### config.mk
export PLATFORM = sky130hd
export DESIGN_NAME = rgb_to_nv12_converter_top
export DESIGN_NICKNAME = d
export VERILOG_FILES = /design/src/rtl/rgbnv_pkg.sv /design/src/rtl/rgb_to_nv12_converter_top.sv
export SDC_FILE = /design/constraint.sdc
export NUM_CORES = 1
export LEC_CHECK = 0
export BUFFER_PORTS_ARGS = -buffer_cell sky130_fd_sc_hd__buf_2
export CAP_MARGIN = 20
export CORE_MARGIN = 1
export CORE_UTILIZATION = 42
export DETAILED_ROUTE_END_ITERATION = 10
export HOLD_SLACK_MARGIN = 0.06
export PLACE_DENSITY = 0.6
export SYNTH_ARGS = -nofsm -noshare
export SYNTH_HDL_FRONTEND = slang
export SYNTH_SLANG_ARGS = --single-unit
### constraint.sdc
create_clock -name clk -period 8.8 [get_ports clk]
set_input_delay 0.44 -clock clk [delete_from_list [all_inputs] [get_ports clk]]
set_output_delay 0.44 -clock clk [all_outputs]
set_load 0.01 [all_outputs]
### src/rtl/rgbnv_pkg.sv
package rgbnv_pkg;

	// frame counters and size registers
	localparam int DIM_BITS = 16;
	localparam int OFFSET_W = 32;

	localparam int CFG_INDEX_W = 1;
	localparam int CFG_DATA_W  = 16;

	typedef enum logic [CFG_INDEX_W-1:0] {
		REG_FRAME_WIDTH  = 1'b0,
		REG_FRAME_HEIGHT = 1'b1
	} cfg_reg_t;

	// signed products of 8-bit components with BT.601 weights fit in 18 bits
	localparam int COEF_W = 18;

	localparam logic signed [COEF_W-1:0] Y_R  = 18'sd66;
	localparam logic signed [COEF_W-1:0] Y_G  = 18'sd129;
	localparam logic signed [COEF_W-1:0] Y_B  = 18'sd25;
	localparam logic signed [COEF_W-1:0] CB_R = -18'sd38;
	localparam logic signed [COEF_W-1:0] CB_G = -18'sd74;
	localparam logic signed [COEF_W-1:0] CB_B = 18'sd112;
	localparam logic signed [COEF_W-1:0] CR_R = 18'sd112;
	localparam logic signed [COEF_W-1:0] CR_G = -18'sd94;
	localparam logic signed [COEF_W-1:0] CR_B = -18'sd18;
	localparam logic signed [COEF_W-1:0] ROUND_TERM = 18'sd128;

	localparam logic [7:0] LUMA_BIAS   = 8'd16;
	localparam logic [7:0] CHROMA_BIAS = 8'd128;

	// per-pixel control and position carried from the input stage
	typedef struct packed {
		logic                chroma_valid;
		logic                row_end;
		logic                frame_end;
		logic [OFFSET_W-1:0] luma_offset;
		logic [OFFSET_W-1:0] chroma_offset;
	} pix_ctl_t;

endpackage

### src/rtl/rgb_to_nv12_converter_top.sv
// Streaming RGB to NV12 converter (BT.601 studio range). One 24-bit RGB pixel per beat in
// raster order; every pixel gives one output beat with its Y value and Y-plane byte offset,
// and pixels on even rows at even columns that have a right neighbour also carry Cb/Cr taken
// from that pixel alone (no averaging) with the UV-plane offset of Cb (Cr sits at +1).
// tlast marks the last pixel of a row, tuser[1] the last pixel of the frame, after which
// the counters restart at the top-left pixel. Throughput is one pixel per clock unless
// m_axis_tready stalls. An input stage registers the pixel and row/column bookkeeping,
// an output register holds the constant-multiply math. The user must write frame size
// registers via cfg port only while no pixel is in flight (unenforced); 0 counts as 1.
module rgb_to_nv12_converter_top
	import rgbnv_pkg::*;
(
	input  logic                   clk,
	input  logic                   arst_n,

	input  logic                   cfg_we,
	input  logic [CFG_INDEX_W-1:0] cfg_index,
	input  logic [CFG_DATA_W-1:0]  cfg_data,

	input  logic                   s_axis_tvalid,
	output logic                   s_axis_tready,
	input  logic [23:0]            s_axis_tdata,   // red[7:0], green[15:8], blue[23:16]

	output logic                   m_axis_tvalid,
	input  logic                   m_axis_tready,
	// luma[7:0], luma_offset[39:8], blue_diff[47:40], red_diff[55:48], chroma_offset[87:56]
	output logic [87:0]            m_axis_tdata,
	output logic                   m_axis_tlast,   // row_end
	output logic [1:0]             m_axis_tuser    // chroma_valid[0], frame_end[1]
);

	logic [DIM_BITS-1:0] width_q, height_q;
	logic [DIM_BITS-1:0] col_q, row_q;
	logic [OFFSET_W-1:0] lpos_q, cbase_q;

	logic                valid_s1;
	logic [7:0]          red_s1, green_s1, blue_s1;
	pix_ctl_t            ctl_s1;

	logic                valid_s2;
	logic [7:0]          luma_s2, cb_s2, cr_s2;
	pix_ctl_t            ctl_s2;

	logic                in_beat, adv_s2;
	logic [DIM_BITS-1:0] w_eff, h_eff;
	logic                last_col, last_row, cvalid;
	logic [DIM_BITS:0]   col_next;
	pix_ctl_t            ctl_in;

	logic signed [COEF_W-1:0] r_x, g_x, b_x;
	logic signed [COEF_W-1:0] y_sum, cb_sum, cr_sum;
	logic signed [COEF_W-1:0] y_sh, cb_sh, cr_sh;
	logic [7:0]               luma_c, cb_c, cr_c;

	// ---------------------------------------------------------------- config
	always_ff @(posedge clk or negedge arst_n) begin
		if (!arst_n) begin
			width_q  <= DIM_BITS'(1);
			height_q <= DIM_BITS'(1);
		end else if (cfg_we) begin
			case (cfg_index)
				REG_FRAME_WIDTH:  width_q  <= cfg_data[DIM_BITS-1:0];
				REG_FRAME_HEIGHT: height_q <= cfg_data[DIM_BITS-1:0];
				default: ;
			endcase
		end
	end

	// ---------------------------------------------------------------- flow control
	assign adv_s2        = !valid_s2 || m_axis_tready;
	assign s_axis_tready = !valid_s1 || adv_s2;
	assign in_beat       = s_axis_tvalid && s_axis_tready;

	// ---------------------------------------------------------------- position bookkeeping
	always_comb begin
		w_eff    = (width_q == '0) ? DIM_BITS'(1) : width_q;
		h_eff    = (height_q == '0) ? DIM_BITS'(1) : height_q;
		last_col = col_q >= (w_eff - DIM_BITS'(1));
		last_row = row_q >= (h_eff - DIM_BITS'(1));
		col_next = {1'b0, col_q} + (DIM_BITS+1)'(1);
		cvalid   = !row_q[0] && !col_q[0] && (col_next < {1'b0, w_eff});

		ctl_in.chroma_valid  = cvalid;
		ctl_in.row_end       = last_col;
		ctl_in.frame_end     = last_col && last_row;
		ctl_in.luma_offset   = lpos_q;
		ctl_in.chroma_offset = cvalid ? (cbase_q + OFFSET_W'(col_q)) : '0;
	end

	always_ff @(posedge clk or negedge arst_n) begin
		if (!arst_n) begin
			col_q   <= '0;
			row_q   <= '0;
			lpos_q  <= '0;
			cbase_q <= '0;
		end else if (in_beat) begin
			if (last_col && last_row) begin
				col_q   <= '0;
				row_q   <= '0;
				lpos_q  <= '0;
				cbase_q <= '0;
			end else if (last_col) begin
				// chroma rows advance once per pair of luma rows
				if (row_q[0])
					cbase_q <= cbase_q + OFFSET_W'(w_eff);
				col_q  <= '0;
				row_q  <= row_q + DIM_BITS'(1);
				lpos_q <= lpos_q + OFFSET_W'(1);
			end else begin
				col_q  <= col_next[DIM_BITS-1:0];
				lpos_q <= lpos_q + OFFSET_W'(1);
			end
		end
	end

	// ---------------------------------------------------------------- input stage
	always_ff @(posedge clk or negedge arst_n) begin
		if (!arst_n)
			valid_s1 <= 1'b0;
		else if (s_axis_tready)
			valid_s1 <= s_axis_tvalid;
	end

	always_ff @(posedge clk) begin
		if (in_beat) begin
			red_s1   <= s_axis_tdata[7:0];
			green_s1 <= s_axis_tdata[15:8];
			blue_s1  <= s_axis_tdata[23:16];
			ctl_s1   <= ctl_in;
		end
	end

	// ---------------------------------------------------------------- color math
	always_comb begin
		r_x = $signed({{(COEF_W-8){1'b0}}, red_s1});
		g_x = $signed({{(COEF_W-8){1'b0}}, green_s1});
		b_x = $signed({{(COEF_W-8){1'b0}}, blue_s1});

		y_sum  = Y_R * r_x + Y_G * g_x + Y_B * b_x + ROUND_TERM;
		cb_sum = CB_R * r_x + CB_G * g_x + CB_B * b_x + ROUND_TERM;
		cr_sum = CR_R * r_x + CR_G * g_x + CR_B * b_x + ROUND_TERM;

		// flooring shift, then bias modulo 256
		y_sh  = y_sum >>> 8;
		cb_sh = cb_sum >>> 8;
		cr_sh = cr_sum >>> 8;

		luma_c = y_sh[7:0] + LUMA_BIAS;
		cb_c   = ctl_s1.chroma_valid ? (cb_sh[7:0] + CHROMA_BIAS) : 8'd0;
		cr_c   = ctl_s1.chroma_valid ? (cr_sh[7:0] + CHROMA_BIAS) : 8'd0;
	end

	// ---------------------------------------------------------------- output register
	always_ff @(posedge clk or negedge arst_n) begin
		if (!arst_n)
			valid_s2 <= 1'b0;
		else if (adv_s2)
			valid_s2 <= valid_s1;
	end

	always_ff @(posedge clk) begin
		if (adv_s2 && valid_s1) begin
			luma_s2 <= luma_c;
			cb_s2   <= cb_c;
			cr_s2   <= cr_c;
			ctl_s2  <= ctl_s1;
		end
	end

	assign m_axis_tvalid = valid_s2;
	assign m_axis_tdata  = {ctl_s2.chroma_offset, cr_s2, cb_s2, ctl_s2.luma_offset, luma_s2};
	assign m_axis_tlast  = ctl_s2.row_end;
	assign m_axis_tuser  = {ctl_s2.frame_end, ctl_s2.chroma_valid};

endmodule
# After elaboration in Yosys (flattened, before gate mapping)
# Cells that the tools add are included.
dict set report classes {
  n_bitwise 1
  n_lt_le_gt_ge 3
  multipliers 9
  addsub 19
  muxes 10
  reduce_logical 19
}
# cell n
set ops {}
lappend ops {{32-bit 2-to-1 mux} 4}
lappend ops {{16-bit 2-to-1 mux} 6}
lappend ops {{32-bit by 16-bit adder with 32-bit output} 2}
lappend ops {{16-bit adder} 3}
lappend ops {{16-bit by 9-bit adder with 16-bit output, second input constant} 3}
lappend ops {{32-bit by 1-bit adder with 32-bit output, second input constant} 1}
lappend ops {{16-bit greater-or-equal comparator} 2}
lappend ops {{16-bit zero test} 2}
lappend ops {{16-bit by 1-bit subtractor with 16-bit output, second input constant} 2}
lappend ops {{7-bit by 9-bit multiplier with 15-bit output, first input constant} 2}
lappend ops {{3-bit by 8-bit multiplier with 11-bit output, first input constant} 2}
lappend ops {{16-bit by 1-bit adder with 17-bit output, second input constant} 1}
lappend ops {{17-bit by 16-bit < comparator with 1-bit output} 1}
lappend ops {{15-bit by 16-bit adder with 16-bit output} 1}
lappend ops {{16-bit by 1-bit adder with 16-bit output, second input constant} 1}
lappend ops {{16-bit by 13-bit adder with 16-bit output} 1}
lappend ops {{16-bit by 15-bit adder with 16-bit output} 1}
lappend ops {{8-bit adder, second input constant} 2}
lappend ops {{8-bit by 8-bit multiplier with 16-bit output, first input constant} 1}
lappend ops {{6-bit by 9-bit multiplier with 15-bit output, first input constant} 1}
lappend ops {{5-bit by 9-bit multiplier with 14-bit output, first input constant} 1}
lappend ops {{6-bit by 8-bit multiplier with 14-bit output, first input constant} 1}
lappend ops {{5-bit by 8-bit multiplier with 13-bit output, first input constant} 1}
lappend ops {{8-bit by 5-bit adder with 8-bit output, second input constant} 1}
lappend ops {{other kinds (7)} 18}
dict set report word_totals {
  reg_bits 312
  input_bits 46
}

# Depth between registers and ports, before layout
# Gate-level depths: netlist of the first run.
dict set report depth {
  depth_word 7
  depth_mapped 26
}

# Least setup slack after synthesis of the first run
# No wires, ideal clock.
dict set report synth_timing {
  path_type {register -> register}
  from {register green_s1[4]}
  to {register cb_s2[7] (data pin)}
  arrival_time_ns 5.820
  setup_slack_ns 2.725
  period_less_slack_ns 6.075
  path_buffers 0
  t_required_ns 8.545
  stages_incl_launch_ff 26
  cell_sequence {edfxtp_1 > inv_1 > ha_1 > inv_1 > fa_1 > fa_1 > inv_1 > fa_1 > inv_1 > ha_1 > or2_2 > a21oi_1 > a21oi_1 > a21oi_1 > xor2_1 > fa_1 > inv_1 > ha_1 > ha_1 > nor3_1 > o211ai_1 > a31oi_1 > o21bai_1 > a21oi_1 > xnor3_1 > and2_1}
}
dict set report synth_via {
  elab_chain_len 5
}
# item line
set synth_lines {}
lappend synth_lines {{start, declared} rgb_to_nv12_converter_top.sv:37} ;# logic [7:0] red_s1, green_s1, blue_s1;
lappend synth_lines {{start signal, assigned} rgb_to_nv12_converter_top.sv:127} ;# green_s1 <= s_axis_tdata[15:8];
lappend synth_lines {{7-bit by 9-bit multiplier with 15-bit output} rgb_to_nv12_converter_top.sv:140} ;# cb_sum = CB_R * r_x + CB_G * g_x + CB_B * b_x + ROUND_TERM;
lappend synth_lines {{16-bit adder (2 in series)} rgb_to_nv12_converter_top.sv:140}
lappend synth_lines {{16-bit by 9-bit adder with 16-bit output} rgb_to_nv12_converter_top.sv:140}
lappend synth_lines {{8-bit adder} rgb_to_nv12_converter_top.sv:149} ;# cb_c = ctl_s1.chroma_valid ? (cb_sh[7:0] + CHROMA_BIAS) : 8'd0;
lappend synth_lines {{end signal, assigned} rgb_to_nv12_converter_top.sv:164} ;# cb_s2 <= cb_c;
lappend synth_lines {{end, declared} rgb_to_nv12_converter_top.sv:41} ;# logic [7:0] luma_s2, cb_s2, cr_s2;
# Every way passes these cells.
# A chain may end at the register's enable or synchronous reset.

# Worst setup path in the final report of the first run
dict set report layout_timing {
  from {register green_s1[1]}
  to {register cb_s2[7] (data pin)}
}
# The elaborated chain is that of the path after synthesis.

==> flow_summary.json, run 1 <==
{
  "worstSetupStartpointType": "flip-flop",
  "tritoncts": "done",
  "dieArea_um2": 56900,
  "grt_pass1_wl_um": 87000,
  "via_per_inst": 5.22,
  "setup.worst_path.class": "reg -> reg",
  "clock-root-buffer": "clkbuf_16",
  "core-area_um2": 55200,
  "grtUsageTotal_pct": 19.3,
  "final-hold-violation-count": 0,
  "post-route-util_pct": 48.3,
  "dp_hpwl_um": 41600,
  "port_buffers": 138,
  "rr_endpoint": "cb_s2[7]",
  "die_width_um": 239,
  "critPathCaptureType": "flip-flop",
  "status": "finished, final reports clean",
  "netlist_area_um2": 23500,
  "fin_cells": 3137,
  "synth_edf_count": 182,
  "drc": 0,
  "drive_gt1_share_pct": 10.4,
  "worst-r2r-cell-count": 24,
  "multi_input_area_um2": 13500,
  "clock.fmax_ghz": 0.152,
  "overflow": 0,
  "grt_antenna_before_repair": 1,
  "regArea_um2": 8720,
  "reg2reg_slack_ns": 2.24,
  "place_congestion": 0.879,
  "fin_crit_ns": 6.56,
  "grt_pass1_vias": 16700,
  "wl_um": 54500,
  "cts_buffer_depth": 3,
  "cp.arrival_ns": 6.85,
  "cts_resized": 0,
  "fp-row-count": 86,
  "place_area_um2": 25000,
  "die_h_um": 239,
  "min-delay-start": "s_axis_tdata[19]",
  "syn_inst": 2201,
  "syn_avg_cell_area_um2": 10.7,
  "dp.cells": 3040,
  "yosys_warnings": 0,
  "wl_per_cell_um": 17.4,
  "cap_violations": 0,
  "drt_first_pass_iters": 6,
  "ios": 139,
  "dr_total_vias": 16400,
  "power_density_nw_per_um2": 324,
  "min_to": "blue_s1[3]",
  "finalSetupViolCount": 0,
  "area_growth_pct": 13.4,
  "async_reset_ff_share_pct": 41.7,
  "rsz0062_at_grt": "no",
  "start_util_pct": 42.6,
  "hp-class": "in -> reg",
  "synth-seq-cells": 312,
  "clk_latency_ns": 0.56,
  "cts.htree.levels": 2,
  "cp_max_fo": 9,
  "cts_buffers": 38,
  "required_ns": 9.09,
  "leakage_uw": 0.0126,
  "vdd_drop_max_mv": 0.316,
  "path_clk_slew_ns": 0.06,
  "nets": 2874,
  "syn-num-nets": 2717,
  "cts_setup_buffers": 0,
  "fillers": 5067,
  "worstHoldPathCells": 1,
  "period_share_pct": 74.6,
  "synth.distinct_cells": 76,
  "reg2reg_from": "green_s1[1]",
  "grt_max_degree": 78,
  "yosysSeqAreaShare_pct": 37.1,
  "postRouteAntennaNets": 0,
  "drtIter0Drc": 795,
  "final_area_um2": 26700,
  "cts_hold_buf": 23,
  "finClkSkew_ns": 0.0184,
  "synth-main-ff-cell": "edfxtp_1",
  "setup_tns_ns": 0,
  "slew_violations": 0,
  "tightest_slew_ns": 0.963,
  "cts_num_sinks": 312,
  "relSlewSlack_pct": 35.6
}
## flip-flops by register name, indices dropped and copies added, names as in the netlist, 16 cells and up
register	flops
m_axis_tdata	64
row_q	16
cbase_q	32
height_q	16
lpos_q	32
ctl_s1	67
width_q	16
col_q	16
## power by group
group          internal [uW]  switching (uW)  total (uW)
Sequential              1910             168        2080
Clock                   1110             649        1760
Combinational           2210            2610        4820
## per-layer routing
metal / GRT usage, % / wire, um / up-vias
li1: - / - / 8003
met1: 25.1 / 24500 / 8030
met2: 33.3 / 26700 / 251
met3: 2.89 / 1920 / 83
met4: 5.73 / 1310 / 0
met5: 0 / 0 / -
## how the worst max path moves through the flow
stage	from	endpoint	slack [ns]	cells past startpoint
after global routing	green_s1[1]	cb_s2[7]	1.86	24
after CTS	green_s1[1]	cb_s2[7]	2.22	24
after detailed placement	green_s1[1]	cb_s2[7]	2.25	24
after global placement	green_s1[1]	cb_s2[7]	2.34	24
final	green_s1[1]	cb_s2[7]	2.24	24
after floorplan	green_s1[4]	cb_s2[7]	2.73	25
## cells by family after synthesis
group	synth area share, %
AOI/OAI and AO/OA	10.0
adders and majority gates	28.5
xor gates and xnor gates	6.13
muxes	1.28
and+or+nand+nor	11.6
DFF	37.1
buffers and inverters	5.43
## layout make-up
cell class | count | share of cell area, %
flip-flops and latches | 312 | 32.7
clock inverters | 21 | 1.35
well taps | 748 | 3.51
multi-input cells | 1565 | 50.7
diodes | 1 | 0.00938
inverters | 267 | 3.78
clock buffers | 49 | 3.91
repair buffers | 174 | 4.02
## critical path, stage by stage, from the launching register on
cell      delay (ns)
edfxtp_1        0.62
inv_1           0.09
ha_1            0.37
fa_1            0.48
fa_1            0.54
inv_1           0.05
fa_1            0.53
inv_1           0.04
ha_1            0.34
or2_2           0.32
a21oi_1         0.14
a21oi_1         0.07
a21oi_1         0.20
xor2_1          0.21
fa_1            0.44
inv_1           0.07
ha_1            0.23
ha_1            0.23
nor3_1          0.21
o211ai_1        0.16
a31oi_1         0.31
o21bai_1        0.13
a21oi_1         0.17
xnor3_1         0.21
and2_1          0.16
## cell usage in the layout, fill, tap and decap left out, types with 13 or more instances in the layout
master,instances
edfxtp_1,182
and2_1,20
xor2_1,68
nor3_1,33
o31ai_1,27
xnor2_1,94
dfrtp_1,128
o21bai_1,23
or3_1,23
dlygate4sd3_1,23
buf_2,137
and3_1,32
o21ai_0,100
nand2b_1,30
nand2_1,140
fa_1,108
nand3_1,46
inv_1,265
ha_1,362
mux2_2,17
nor2b_1,26
o211ai_1,14
nor2_1,114
clkbuf_16,39
a21o_1,35
a21oi_1,81
nand4_1,25
o21a_1,13
## stage by stage
| stage | setup WS, ns | hold WS, ns | total power [uW] |
|---|---|---|---|
| after detailed placement | 2.25 | 0.405 | 6920 |
| after CTS | 2.22 | 0.0718 | 8770 |
| final | 2.24 | 0.101 | 8650 |
| after global placement | 2.34 | 0.403 | 6830 |
| after global routing | 1.86 | 0.0741 | 9510 |
| after floorplan | 2.73 | 0.144 | 5770 |
## synthesized netlist by cell type (all sizes together) (4+ instances only)
master | count | area (um2)
ha | 362 | 4530
inv | 267 | 1000
edfxtp | 182 | 5470
nand2 | 140 | 526
dfrtp | 128 | 3200
nor2 | 115 | 434
fa | 108 | 2160
o21ai | 103 | 515
xnor2 | 94 | 823
a21oi | 81 | 405
xor2 | 68 | 596
nand3 | 46 | 230
a21o | 35 | 263
clkbuf | 35 | 131
nor3 | 33 | 165
and3 | 32 | 200
nand2b | 30 | 188
o31ai | 28 | 215
nor2b | 26 | 163
nand4 | 25 | 156
o21bai | 23 | 173
or3 | 23 | 144
and2 | 22 | 138
buf | 22 | 140
mux2 | 17 | 191
o211ai | 16 | 139
o21a | 13 | 97.6
and4 | 12 | 108
mux2i | 11 | 110
a31oi | 10 | 62.6
or4 | 10 | 75.1
nor4 | 8 | 50.1
a221oi | 6 | 58.8
a22o | 5 | 43.8
and3b | 5 | 43.8
nor3b | 5 | 37.5
a211oi | 4 | 30.0
a21boi | 4 | 30.0
a31o | 4 | 35.0
o311ai | 4 | 35.0
o31a | 4 | 35.0
No activity file was read; power rests on OpenSTA's default activity.
==> run 2, diff against run 1 <==
- clock period: 8.8 -> 6.83 ns (I/O delays scaled with it)
==> flow_summary.json, run 2 (synthesis results as in run 1) <==
{
  "status": "finished, final reports clean",
  "hp-class": "in -> reg",
  "worst_hold_slack_ns": 0.0839,
  "drt_first_pass_iters": 5,
  "cts_num_sinks": 312,
  "intPower_uw": 6730,
  "period_share_pct": 94.3,
  "postRouteAntennaNets": 0,
  "port_buffers": 138,
  "core-area_um2": 55200,
  "p_comb_share_pct": 57.0,
  "drtIter0Drc": 707,
  "cts_buffers": 38,
  "antenna_cells": 0,
  "fin_crit_ns": 6.44,
  "swShare_pct": 40.4,
  "path_clk_slew_ns": 0.06,
  "finClkSkew_ns": 0.0213,
  "drc": 0,
  "setup_tns_ns": 0,
  "cts.htree.levels": 2,
  "final-hold-violation-count": 0,
  "clock.fmax_ghz": 0.155,
  "tightest_slew_ns": 0.970,
  "mostFrequentLayoutCells": "ha_1, inv_1, edfxtp_1",
  "cp.arrival_ns": 6.74,
  "die_width_um": 239,
  "area_growth_pct": 14.4,
  "overflow": 0,
  "clkPwrFrac_pct": 19.5,
  "post-place-ws_ns": 0.430,
  "power_frac_seq_pct": 23.5,
  "grt_antenna_before_repair": 2,
  "multi_input_area_um2": 13500,
  "fin_cells": 3167,
  "dp_hpwl_um": 42400,
  "grt_max_degree": 78,
  "regArea_um2": 8720,
  "start_util_pct": 42.6,
  "fin_ws_ns": 0.390,
  "leakage_uw": 0.0127,
  "drive_gt1_share_pct": 10.7,
  "power_density_nw_per_um2": 420,
  "post-route-util_pct": 48.8,
  "worstSetupStartpointType": "flip-flop",
  "die_h_um": 239,
  "cts_buffer_depth": 3,
  "dieArea_um2": 56900,
  "place_congestion": 0.894,
  "rsz0062_at_grt": "no",
  "cts_resized": 0,
  "grt_pass1_wl_um": 89200,
  "cts_setup_buffers": 0,
  "power.switching_uw": 4570,
  "finalSetupViolCount": 0,
  "nets": 2908,
  "wl_um": 55600,
  "setup.worst_path.class": "reg -> reg",
  "grtUsageTotal_pct": 19.8,
  "relSlewSlack_pct": 35.3,
  "largest_reg_flops": 67,
  "vdd_drop_max_mv": 0.515,
  "slew_violations": 0,
  "cp_max_fo": 7,
  "fillers": 5074,
  "dr_total_vias": 16600,
  "cpPeakStageDelay_ns": 0.54,
  "cap_violations": 0,
  "ios": 139,
  "final_common_cell": "ha_1",
  "cp_cell_sequence": "ha_1, fa_1, fa_1, inv_1, fa_1, inv_1, ha_1, or2_2, a21oi_1, a21oi_1, a21oi_1, xor2_1, fa_1, inv_1, ha_1, ha_1, nor3_1, o211ai_1, a31oi_1, o21bai_1, a21oi_1, xnor3_1, and2_1",
  "dp.cells": 3055,
  "top_register": "ctl_s1",
  "clock-root-buffer": "clkbuf_16",
  "fp-row-count": 86,
  "tritoncts": "done",
  "critPathCaptureType": "flip-flop",
  "required_ns": 7.13,
  "cts_hold_buf": 41,
  "grt_pass1_vias": 16800,
  "via_per_inst": 5.23,
  "clk_latency_ns": 0.56,
  "slowest_stage": "fa_1",
  "wl_per_cell_um": 17.6
}
==> run 2: cell count changes in the layout (fill, tap and decap cells not counted), sizes merged <==
cell	before	now
clkbuf	49	48
inv	267	270
buf	151	167
clkinv	11	5
dlygate4sd3	23	41
diode	1	0
clkinvlp	1	2
==> run 2: worst max-delay path: cells and delay by family, from the launching register on <==
| kind | cells | cell delay [ns] |
|---|---|---|
| xor+xnor | 2 | 0.32 |
| buf+inv | 3 | 0.13 |
| simple gates | 3 | 0.66 |
| flops | 1 | 0.53 |
| fa+ha+maj | 8 | 3.28 |
| compound gates | 7 | 1.22 |
==> run 2: final cells by class <==
| cell class | count | share of cell area, % |
|---|---|---|
| multi-input combinational | 1565 | 50.3 |
| sequential | 312 | 32.4 |
| timing repair buffer | 208 | 5.13 |
| inverter | 267 | 3.74 |
| clock buffer | 48 | 3.67 |
| tap | 748 | 3.48 |
| clock inverter | 19 | 1.28 |
==> run 2: power by group through the flow <==
stage / Sequential (uW) / Clock, uW / Combinational [uW]
2_1_floorplan: 2690 / 0 / 4750
3_3_place_gp: 2690 / 0 / 6270
3_5_place_dp: 2690 / 0 / 6420
4_1_cts: 2660 / 2260 / 6530
5_1_grt: 2680 / 2340 / 7400
6_report: 2660 / 2200 / 6440
==> run 2: per-layer routing <==
| metal | GRT usage, % | vias up | share of wire (%) | routed length [um] |
|---|---|---|---|---|
| li1 | - | 8072 | - | - |
| met1 | 26.6 | 8185 | 46 | 25400 |
| met2 | 33.5 | 235 | 49 | 27200 |
| met3 | 2.83 | 76 | 3.3 | 1830 |
| met4 | 5.23 | 0 | 2.1 | 1170 |
| met5 | 0 | - | 0 | 0 |
==> run 2: worst paths after layout <==
check | from | end | slack (ns) | cells past startpoint
max | green_s1[3] | cb_s2[7] | 0.39 | 23
min | m_axis_tready | m_axis_tvalid | 0.08 | 3
max reg2reg | green_s1[3] | cb_s2[7] | 0.39 | 23
min reg2reg | ctl_s1[4] | m_axis_tdata[60] | 0.42 | 0
max in group asynchronous | arst_n | cbase_q[19] | 5.30 | 4
min in group asynchronous | arst_n | lpos_q[25] | 0.37 | 2
==> run 2: through the flow <==
stage          cell area (um2)  power, uW
6_report                 26900      11300
4_1_cts                  26800      11500
5_1_grt                  26900      12400
3_3_place_gp             25100       8960
2_1_floorplan            23500       7440
3_5_place_dp             25100       9110
==> run 3, diff against run 2 <==
- ABC_AREA: not set -> 1
- CORE_ASPECT_RATIO: not set -> 0.8
- PLACE_DENSITY: 0.6 -> 0.59
==> flow_summary.json, run 3 <==
{
  "status": "finished, final reports clean",
  "clock-root-buffer": "clkbuf_16",
  "start_util_pct": 42.7,
  "async_reset_ff_share_pct": 41.7,
  "final-hold-violation-count": 0,
  "rsz0062_at_grt": "no",
  "cp_top_family": "adder cells",
  "setup_tns_ns": 0,
  "required_ns": 7.15,
  "cap_violations": 0,
  "syn-num-nets": 3632,
  "core-area_um2": 61400,
  "power_density_nw_per_um2": 504,
  "port_buffers": 138,
  "clk_latency_ns": 0.57,
  "cts_num_sinks": 312,
  "dr_total_vias": 20400,
  "vdd_drop_max_mv": 0.605,
  "critPathCaptureType": "flip-flop",
  "grt_antenna_before_repair": 0,
  "relSlewSlack_pct": 30.6,
  "synth-main-ff-cell": "edfxtp_1",
  "slowest_stage": "fa_1",
  "fp-row-count": 81,
  "syn_inst": 3116,
  "die_width_um": 281,
  "final_common_cell": "nand2_1",
  "finClkSkew_ns": 0.0251,
  "synth_edf_count": 182,
  "largest_reg_flops": 67,
  "dieArea_um2": 63500,
  "finalSetupViolCount": 0,
  "yosys-top-cells-count": "nand2_1, inv_1, ha_1",
  "final_area_um2": 29400,
  "area_growth_pct": 12.2,
  "tritoncts": "done",
  "antenna_cells": 0,
  "drt_first_pass_iters": 6,
  "grt_use_met3_pct": 3.09,
  "die_h_um": 226,
  "cts_buffer_depth": 3,
  "worst-path-buf-inv": 3,
  "use_met2_pct": 32.4,
  "regArea_um2": 8720,
  "period_share_pct": 88.0,
  "grtUsageTotal_pct": 21.5,
  "cts.htree.levels": 2,
  "synth-seq-cells": 312,
  "cts_buffers": 38,
  "crit_top_cell": "nand2_1",
  "post-place-ws_ns": 0.814,
  "grt_pass1_wl_um": 106000,
  "multi_input_area_um2": 15200,
  "grt_pass1_vias": 19400,
  "yosys.area.top_type": "edfxtp_1",
  "overflow": 0,
  "slew_violations": 0,
  "met1_usage_pct": 32.1,
  "ios": 139,
  "drive_gt1_share_pct": 8.31,
  "wl_per_cell_um": 16.2,
  "yosys_warnings": 0,
  "cp_max_fo": 6,
  "fin_crit_ns": 6.01,
  "top_usage_layer": "met2",
  "wl_um": 67200,
  "leakage_uw": 0.0149,
  "fin_ws_ns": 0.822,
  "cpPeakStageDelay_ns": 0.54,
  "netlist_area_um2": 26200,
  "worstSetupStartpointType": "flip-flop",
  "cp.arrival_ns": 6.32,
  "mostFrequentLayoutCells": "nand2_1, inv_1, ha_1",
  "yosysMostFrequentCell": "nand2_1",
  "path_clk_slew_ns": 0.06,
  "clock.fmax_ghz": 0.166,
  "dp_hpwl_um": 53400,
  "synth.distinct_cells": 52,
  "drc": 0,
  "top_register": "ctl_s1",
  "place_congestion": 0.921,
  "via_per_inst": 4.93,
  "postRouteAntennaNets": 0,
  "cts_resized": 0,
  "reg2reg_slack_ns": 0.82,
  "place_area_um2": 27800,
  "synth.area.top_cells": "edfxtp_1, ha_1, dfrtp_1, nand2_1, fa_1",
  "setup.worst_path.class": "reg -> reg",
  "hp-class": "in -> reg",
  "grt_max_degree": 74,
  "yosys.area.top_type_share_pct": 20.8,
  "drtIter0Drc": 1431,
  "nets": 3806,
  "yosysSeqAreaShare_pct": 33.2,
  "tightest_slew_ns": 1.04,
  "syn_avg_cell_area_um2": 8.42,
  "fillers": 6003
}
[run 3: cell count changes in the layout (fill, tap and decap cells not counted), sizes merged, moves of 50 or more]
| cell | change |
|---|---|
| nor2 | +120 |
| nand3 | +127 |
| nand2 | +564 |
| xnor2 | -63 |
| a21oi | +50 |
| inv | +293 |
[run 3: area by class of cell]
class / count / area share [%]
multi-input cells: 2198 / 51.6
flip-flops and latches: 312 / 29.6
inverters: 560 / 7.15
repair buffers: 180 / 3.76
well taps: 830 / 3.53
clock buffers: 47 / 3.52
clock inverters: 23 / 0.812
[run 3: metal layers]
layer  part of all wire [%]  up-vias
met5                      0        -
met4                    2.1        0
met3                    5.0       73
met2                     43      451
met1                     50     9426
li1                       -    10500
[run 3: through the flow]
stage | instances | hold slack, ns | util, % | power, uW
after floorplan | 3116 | 0.0459 | - | 10400
after global placement | 4046 | 0.402 | 45.3 | 12700
after detailed placement | 4046 | 0.405 | 45.3 | 12800
after CTS | 4149 | 0.0676 | 47.9 | 14900
after global routing | 4150 | 0.0746 | 47.9 | 16600
final | 4150 | 0.0877 | 47.9 | 14900
[run 3: power by group]
group	internal (uW)	switching, uW	total [uW]
registers	2650	432	3080
clock network	1210	874	2080
logic	3610	6070	9690
[run 3: tightest hold or removal path, delay by kind of cell]
| family | cells | cell delay (ns) |
|---|---|---|
| buffers and inverters | 2 | 0.13 |
| AOI/OAI and AO/OA | 1 | 0.14 |
[run 3: path summary, 6_finish.rpt]
kind / end / startpoint / cells past startpoint
worst max-delay path: cb_s2[7] / green_s1[5] / 25
worst min-delay path: height_q[9] / cfg_data[9] / 3
worst max register to register: cb_s2[7] / green_s1[5] / 25
worst min register to register: m_axis_tdata[58] / ctl_s1[2] / 0
max in group asynchronous: lpos_q[27] / arst_n / 3
min in group asynchronous: width_q[4] / arst_n / 2
[run 3: cells by family (layout without fill, tap and decap cells)]
group / count (synthesis) / in the layout / synth area share (%)
compound gates: 324 / 324 / 6.74
fa+ha+maj: 470 / 470 / 25.5
simple gates: 1264 / 1264 / 20.9
flops: 312 / 312 / 33.2
xor+xnor: 140 / 140 / 4.67
buf+inv: 606 / 810 / 8.92
[run 3: timing repair]
item,4_1_cts,5_1_grt
endpoints found under the setup margin,0,0
endpoints found under the hold margin,108,0
hold buffers,33,0
setup buffers,0,0
